File: config.mk
export PLATFORM = sky130hd
export DESIGN_NAME = json_string_escaper
export DESIGN_NICKNAME = d
export VERILOG_FILES = /design/src/hw/rtl/jse_pkg.sv /design/src/hw/rtl/jse_encode.sv /design/src/hw/rtl/json_string_escaper.sv
export VERILOG_INCLUDE_DIRS = /design/src /design/src/hw/rtl
export SDC_FILE = /design/constraint.sdc
export NUM_CORES = 1
export LEC_CHECK = 0
export ABC_AREA = 1
export ABC_CLOCK_PERIOD_IN_PS = 6790
export BUFFER_PORTS_ARGS = -buffer_cell sky130_fd_sc_hd__buf_4
export CORE_AREA = 4 4 115 200
export DETAILED_ROUTE_END_ITERATION = 8
export DIE_AREA = 0 0 119 204
export PLACE_DENSITY = 0.55
export SYNTH_ARGS = -nofsm -noshare
export SYNTH_HDL_FRONTEND = slang
export SYNTH_HIERARCHICAL = 1
export SYNTH_SLANG_ARGS = --single-unit
File: constraint.sdc
create_clock -name clk -period 6.79 [get_ports clk]
set_clock_uncertainty 0.15 [all_clocks]
set_input_delay 0.3395 -clock clk [delete_from_list [all_inputs] [get_ports clk]]
set_output_delay 0.3395 -clock clk [all_outputs]
set_load 0.005 [all_outputs]
File: src/hw/rtl/json_string_escaper_macros.svh
// Assertion macros shared by the escaper RTL.
// Each macro expects a clock named clk and an active-low reset named rst_n
// in the module that uses it.
`ifndef JSON_STRING_ESCAPER_MACROS_SVH
`define JSON_STRING_ESCAPER_MACROS_SVH

// Same-cycle implication, checked at every rising edge outside reset.
`define JSE_ASSERT_NOW(label, ante, cons, msg) \
    label: assert property (@(posedge clk) disable iff (!rst_n) (ante) |-> (cons)) \
        else $error(msg);

// Next-cycle implication, checked at every rising edge outside reset.
`define JSE_ASSERT_NEXT(label, ante, cons, msg) \
    label: assert property (@(posedge clk) disable iff (!rst_n) (ante) |=> (cons)) \
        else $error(msg);

`endif

File: src/hw/rtl/jse_pkg.sv
`timescale 1ns / 1ps

package jse_pkg;

    // Character codes used by the escaper.
    localparam logic [7:0] CHR_NUL       = 8'h00;
    localparam logic [7:0] CHR_TAB       = 8'h09;
    localparam logic [7:0] CHR_LF        = 8'h0A;
    localparam logic [7:0] CHR_CR        = 8'h0D;
    localparam logic [7:0] CHR_QUOTE     = 8'h22;
    localparam logic [7:0] CHR_ZERO      = 8'h30;
    localparam logic [7:0] CHR_BACKSLASH = 8'h5C;
    localparam logic [7:0] CHR_LOWER_N   = 8'h6E;
    localparam logic [7:0] CHR_LOWER_R   = 8'h72;
    localparam logic [7:0] CHR_LOWER_T   = 8'h74;
    localparam logic [7:0] CHR_LOWER_U   = 8'h75;
    localparam logic [7:0] CHR_SPACE     = 8'h20;

    // Sequence lengths.
    localparam int          SEQ_MAX        = 6;
    localparam int          LEN_W          = 3;
    localparam logic [2:0]  LEN_NONE       = 3'd0;
    localparam logic [2:0]  LEN_ONE        = 3'd1;
    localparam logic [2:0]  LEN_SHORT_ESC  = 3'd2;
    localparam logic [2:0]  LEN_LONG_ESC   = 3'd6;

    // One expanded output sequence; data[0] leaves first.
    typedef struct packed {
        logic [SEQ_MAX-1:0][7:0] data;
        logic [LEN_W-1:0]        len;
        logic                    last;
    } seq_t;

    // Lowercase hex digit for one nibble.
    function automatic logic [7:0] hex_digit(input logic [3:0] nib);
        logic [7:0] wide;
        begin
            wide = {4'h0, nib};
            if (nib < 4'd10)
            begin
                hex_digit = CHR_ZERO + wide;
            end
            else
            begin
                hex_digit = 8'h57 + wide;
            end
        end
    endfunction

endpackage

File: src/hw/rtl/jse_encode.sv
`timescale 1ns / 1ps

module jse_encode (
    input  logic [7:0]    in_byte,
    input  logic [15:0]   capacity,
    input  logic [15:0]   count,
    output jse_pkg::seq_t seq,
    output logic [15:0]   count_next
);

    logic [16:0] cnt_plus2;
    logic [16:0] cnt_plus6;
    logic [16:0] cap_ext;
    logic        room_short;
    logic        room_long;
    logic [7:0]  esc_chr;

    // Room checks run at 17 bits so that the sum never wraps.
    assign cap_ext    = {1'b0, capacity};
    assign cnt_plus2  = {1'b0, count} + 17'd2;
    assign cnt_plus6  = {1'b0, count} + 17'd6;
    assign room_short = cnt_plus2 < cap_ext;
    assign room_long  = cnt_plus6 < cap_ext;

    // Second character of the two-byte escapes; NUL means no short escape.
    always_comb
    begin
        case (in_byte)
            jse_pkg::CHR_QUOTE:     esc_chr = jse_pkg::CHR_QUOTE;
            jse_pkg::CHR_BACKSLASH: esc_chr = jse_pkg::CHR_BACKSLASH;
            jse_pkg::CHR_LF:        esc_chr = jse_pkg::CHR_LOWER_N;
            jse_pkg::CHR_CR:        esc_chr = jse_pkg::CHR_LOWER_R;
            jse_pkg::CHR_TAB:       esc_chr = jse_pkg::CHR_LOWER_T;
            default:                esc_chr = jse_pkg::CHR_NUL;
        endcase
    end

    // Build the output sequence for this byte.
    always_comb
    begin
        seq.data = '0;
        seq.len  = jse_pkg::LEN_NONE;
        seq.last = 1'b0;
        if (in_byte == jse_pkg::CHR_NUL)
        begin
            seq.last = 1'b1;
            if (capacity != 16'd0)
            begin
                seq.len = jse_pkg::LEN_ONE;
            end
        end
        else if (room_short)
        begin
            if (esc_chr != jse_pkg::CHR_NUL)
            begin
                seq.data[0] = jse_pkg::CHR_BACKSLASH;
                seq.data[1] = esc_chr;
                seq.len     = jse_pkg::LEN_SHORT_ESC;
            end
            else if (in_byte < jse_pkg::CHR_SPACE)
            begin
                // Unicode escape is dropped whole when it does not fit.
                if (room_long)
                begin
                    seq.data[0] = jse_pkg::CHR_BACKSLASH;
                    seq.data[1] = jse_pkg::CHR_LOWER_U;
                    seq.data[2] = jse_pkg::CHR_ZERO;
                    seq.data[3] = jse_pkg::CHR_ZERO;
                    seq.data[4] = jse_pkg::hex_digit(in_byte[7:4]);
                    seq.data[5] = jse_pkg::hex_digit(in_byte[3:0]);
                    seq.len     = jse_pkg::LEN_LONG_ESC;
                end
            end
            else
            begin
                seq.data[0] = in_byte;
                seq.len     = jse_pkg::LEN_ONE;
            end
        end
    end

    // The end byte restarts the count; otherwise it grows by what was emitted.
    assign count_next = (in_byte == jse_pkg::CHR_NUL) ? 16'd0
                      : count + {13'd0, seq.len};

endmodule

File: src/hw/rtl/json_string_escaper.sv
`timescale 1ns / 1ps

// Escapes a zero-terminated byte string for a JSON string literal. One byte
// is taken per transaction; it expands to zero, one, two or six output bytes,
// and the end byte gives a single zero byte flagged is_last (none when the
// capacity is zero). The output leaves one byte per cycle through an output
// register while out_stall is low; no new input byte is taken before every
// byte of the current sequence has been loaded into the output register. A
// new byte is taken in the same cycle as the last byte of the previous
// sequence moves to the output register. The capacity register is written
// through the cfg channel, which is always ready, and must only change while
// the block is idle.
module json_string_escaper (
    input  logic        clk,
    input  logic        rst_n,
    input  logic        cfg_valid,
    output logic        cfg_ready,
    input  logic [15:0] cfg_data,
    input  logic        in_valid,
    output logic        in_stall,
    input  logic [7:0]  in_byte,
    output logic        out_valid,
    input  logic        out_stall,
    output logic [7:0]  out_byte,
    output logic        is_last
);

`include "json_string_escaper_macros.svh"

    logic [15:0]   capacity_reg;
    logic [15:0]   count_reg;
    logic [15:0]   count_next;
    jse_pkg::seq_t seq;

    logic [jse_pkg::SEQ_MAX-1:0][7:0] buf_reg;
    logic [jse_pkg::SEQ_MAX-1:0][7:0] buf_next;
    logic [jse_pkg::LEN_W-1:0]        rem_reg;
    logic [jse_pkg::LEN_W-1:0]        rem_next;
    logic                             last_reg;
    logic                             last_next;
    logic                             busy_reg;
    logic                             busy_next;
    logic                             out_valid_reg;
    logic                             out_valid_next;
    logic [7:0]                       out_byte_reg;
    logic                             is_last_reg;

    logic in_accept;
    logic out_load;
    logic final_load;

    // Byte expansion for the incoming transaction.
    jse_encode u_encode (
        .in_byte    (in_byte),
        .capacity   (capacity_reg),
        .count      (count_reg),
        .seq        (seq),
        .count_next (count_next)
    );

    // Handshake control.
    assign cfg_ready  = 1'b1;
    assign out_load   = busy_reg && (!out_valid_reg || !out_stall);
    assign final_load = out_load && (rem_reg == jse_pkg::LEN_ONE);
    assign in_stall   = busy_reg && !final_load;
    assign in_accept  = in_valid && !in_stall;

    // Sequence buffer: load on an accept with a non-empty sequence, otherwise shift one byte per load.
    always_comb
    begin
        buf_next  = buf_reg;
        rem_next  = rem_reg;
        last_next = last_reg;
        busy_next = busy_reg;
        if (out_load)
        begin
            buf_next  = {8'h00, buf_reg[jse_pkg::SEQ_MAX-1:1]};
            rem_next  = rem_reg - jse_pkg::LEN_ONE;
            busy_next = (rem_reg != jse_pkg::LEN_ONE);
        end
        if (in_accept && (seq.len != jse_pkg::LEN_NONE))
        begin
            buf_next  = seq.data;
            rem_next  = seq.len;
            last_next = seq.last;
            busy_next = 1'b1;
        end
    end

    // Output register valid.
    always_comb
    begin
        out_valid_next = out_valid_reg;
        if (out_load)
        begin
            out_valid_next = 1'b1;
        end
        else if (!out_stall)
        begin
            out_valid_next = 1'b0;
        end
    end

    // Control state.
    always_ff @(posedge clk or negedge rst_n)
    begin
        if (!rst_n)
        begin
            capacity_reg  <= 16'd256;
            count_reg     <= 16'd0;
            rem_reg       <= jse_pkg::LEN_NONE;
            busy_reg      <= 1'b0;
            out_valid_reg <= 1'b0;
        end
        else
        begin
            if (cfg_valid && cfg_ready)
            begin
                capacity_reg <= cfg_data;
            end
            if (in_accept)
            begin
                count_reg <= count_next;
            end
            rem_reg       <= rem_next;
            busy_reg      <= busy_next;
            out_valid_reg <= out_valid_next;
        end
    end

    // Payload registers.
    always_ff @(posedge clk)
    begin
        buf_reg  <= buf_next;
        last_reg <= last_next;
        if (out_load)
        begin
            out_byte_reg <= buf_reg[0];
            is_last_reg  <= last_reg;
        end
    end

    assign out_valid = out_valid_reg;
    assign out_byte  = out_byte_reg;
    assign is_last   = is_last_reg;

    // Checks on the buffer and count bookkeeping.
    `JSE_ASSERT_NOW(a_busy_rem, 1'b1, busy_reg == (rem_reg != jse_pkg::LEN_NONE),
        "busy flag disagrees with remaining byte count")
    `JSE_ASSERT_NOW(a_idle_ready, !busy_reg, !in_stall,
        "input stalled while the sequence buffer is empty")
    `JSE_ASSERT_NOW(a_term_zero, out_valid_reg && is_last_reg,
        out_byte_reg == jse_pkg::CHR_NUL,
        "terminator marked last carries a non-zero byte")
    `JSE_ASSERT_NEXT(a_end_clears, in_accept && (in_byte == jse_pkg::CHR_NUL),
        count_reg == 16'd0,
        "end byte did not clear the written count")

endmodule
==> qor.txt <==
Setup CP Type - flop to flop
Hold/Removal Path Class - input port to flop
Die ar. - 24300 µm²
Reg clk slew, reported paths - 0.08 ns
WP data arrival - 5.46 ns
CTS tree - done
total length of routed wires - 15.7 mm
worst-margin pin slew - 1.13 ns
post-synth cell types - 43
RSZ-0062 raised after global routing - false
Final Max Tran Viols - 0
NumNets Final - 857
# DRC - 0
area delta synth->final - 10.5%
gr ovfl total - 0
Initial DRC Count - 337
crit start category - flop
Starting Density - 29.6%
CTS max path bufs - 2
CP Buf/Inv Count - 2
hold path depth - 2
Final Cycle Share - 78.5%
Post-CTS Resized - 0
top_reg_cell synth - edfxtp_1
Maximum Capacitance Violations - 0
reg-to-reg endpoint - count_reg[14]
share of cells above drive strength 1 - 12.5%
Port Buf Inserts - 39
TritonRoute pass-1 iters - 6
min Tclk post-route - 5.33 ns
vias per inst - 4.48
r2r startpoint - count_reg[8]
met3 Usage GRT - 1.99%
Global Route Usage Sum - 13.4%
worst stage delay on the critical path - 0.55 ns
cell leakage power - 3.41 nW
number of synthesized flops with an enable pin - 58
setup total negative slack - 0 ns
Die Height - 204 µm
GRT met2 Usage - 27.2%
hold-fix buffers at CTS - 1
# IOs - 41
sequential fraction of the synthesis area - 42.1%
CP most frequent cell - nand2_1
clk_lat worst skew - 0.35 ns
Post-synth ARST share - 38.9%
Crit path max-delay family - simple AND/OR/NAND/NOR gates
end of the worst hold path - capacity_reg[4]
GR Layer Usage met1 - 12.2%
global-route wire length before repair - 25.3 mm
Max IR drop VDD - 136 µV
Core Rows - 71
initial antenna violation count - 0
slowest CP cell - nor2_1
CP required - 6.92 ns
total power - 0.00242 W
post-synth design cell area - 6330 µm²
f_max - 188 MHz
Post-Syn Instances - 762
dpl hpwl - 12.1 mm
worst hold path startpoint - cfg_data[4]
largest net degree at the start of global routing - 57
Die Span X - 119 µm
clock buffer count from CTS - 9
vias after detailed routing - 4838
Worst R2R Path Depth - 25
Final Wtd Congestion - 0.894
Critical Path End Type - flop
outcome - finished, final reports clean
Antenna Nets Post-Route - 0
Core Util, Final - 32.7%
pwr dens - 345 nW/µm²
vias in the first global route - 5019
core area - 21400 µm²
ANT cells - 0
Sinks on Clock Net - 95
Synth Register Bits - 95
slew margin rel. - 24.6%
CP Max Fanout - 12
postcts setup bufs - 0
Ys Warns - 6
H-tree depth - 3
max reg flops - 48
R2R setup slack - 1.46 ns
root buffer cell - clkbuf_16
Hold Violations, Final - 0
Fillers - 2282
busiest grt layer - met2
detailed-route wire length per cell - 14.5 µm
count of final setup violators - 0
syn avg cell area - 8.31 µm²
## cell type report
class / count / area, µm² / share of cell area [%]
clock inverter: 7 / 57.6 / 0.822
sequential: 95 / 2670 / 38.1
clock buffer: 9 / 225 / 3.22
inverter: 93 / 350 / 5.01
timing repair buffer: 41 / 310 / 4.43
multi-input combinational: 544 / 3020 / 43.2
tap: 292 / 365 / 5.22
## worst max-delay path by stage
stage / startpoint / to / slack (ns) / cells after the start
global route: count_reg[7] / count_reg[14] / 0.89 / 26
global placement: count_reg[8] / rem_reg[2] / 1.65 / 21
finish: count_reg[8] / count_reg[14] / 1.46 / 25
detailed placement: count_reg[8] / count_reg[14] / 1.52 / 25
floorplan: count_reg[7] / buf_reg[0] / 2.11 / 23
CTS: count_reg[8] / count_reg[14] / 1.50 / 25
## layout by cell type, fill, tap and decap left out, drive strengths merged
| cell | synthesis | routed |
|---|---|---|
| nand2 | 245 | 245 |
| inv | 91 | 93 |
| nor2 | 69 | 69 |
| edfxtp | 58 | 58 |
| ha | 43 | 43 |
| buf | 48 | 40 |
| nand3 | 39 | 39 |
| dfrtp | 36 | 36 |
| xor2 | 27 | 27 |
| a21oi | 24 | 24 |
| conb | 2 | 20 |
| o21ai | 18 | 18 |
| mux2 | 16 | 16 |
| nor3 | 14 | 14 |
| nand4 | 11 | 11 |
| clkbuf | 0 | 9 |
| clkinvlp | 0 | 4 |
| xnor2 | 3 | 3 |
| a31oi | 3 | 3 |
| clkinv | 2 | 3 |
| o21bai | 2 | 2 |
| o211ai | 2 | 2 |
| nor4 | 2 | 2 |
| a211oi | 2 | 2 |
| dfstp | 1 | 1 |
| dlygate4sd3 | 0 | 1 |
| nand3b | 1 | 1 |
| o41ai | 1 | 1 |
| o22ai | 1 | 1 |
| fa | 1 | 1 |
## logic make-up after synthesis
kind of cell               synth area share (%)
adders and majority gates                  8.81
buffers and inverters                      11.3
other                                     0.119
AOI/OAI and AO/OA                          4.56
muxes                                      2.84
DFF                                        42.1
xor gates and xnor gates                   4.15
and+or+nand+nor                            26.1
## worst register-to-register path, stage by stage, from the launching register on
cell and delay [ns]:
dfrtp_1 0.54, nand2_1 0.15, nor3_1 0.35, inv_1 0.16, nor2_1 0.26, nand2_1 0.13
xor2_1 0.26, ha_1 0.28, nand2_1 0.06, inv_1 0.06, nand4_1 0.12, nor2_1 0.06
nor2_2 0.16, nand4_2 0.33, nor2_1 0.55, ha_1 0.30, nand2_1 0.07, a21oi_1 0.19
nand2_1 0.12, nor2_1 0.22, nand2_1 0.12, nor2_1 0.15, a21oi_1 0.08, a211oi_1 0.17
nand3_1 0.10, nand2_1 0.10
## metrics by stage
stage | worst slack (ns) | area, µm² | hold slack [ns] | instances
floorplan | 2.11 | 6400 | -0.106 | 780
global placement | 1.65 | 6710 | 0.208 | 1064
detailed placement | 1.52 | 6710 | 0.211 | 1064
CTS | 1.50 | 7000 | 0.0490 | 1081
global route | 0.886 | 7000 | 0.0544 | 1081
finish | 1.46 | 7000 | 0.0672 | 1081
## synthesized netlist by cell type (all sizes together), types with 3 or more instances
cell | number | area, µm²
buf | 48 | 364
o21ai | 18 | 90.1
nand4 | 11 | 75.1
ha | 43 | 538
xnor2 | 3 | 26.3
a31oi | 3 | 18.8
nor3 | 14 | 111
edfxtp | 58 | 1740
inv | 91 | 342
xor2 | 27 | 236
a21oi | 24 | 120
nand2 | 245 | 937
nand3 | 39 | 213
dfrtp | 36 | 901
mux2 | 16 | 180
nor2 | 69 | 298
## power breakdown
part	internal [W]	switching, W
Sequential	0.000943	0.000104
Combinational	0.000291	0.000579
Clock	0.000253	0.000247
## per-layer routing
layer	up-vias	wire, µm	share of wire, %
li1	2446	-	-
met1	2271	5340	34
met2	86	9210	59
met3	35	331	2.1
met4	0	819	5.2
met5	-	0	0
(Power assumes the default switching activity.)
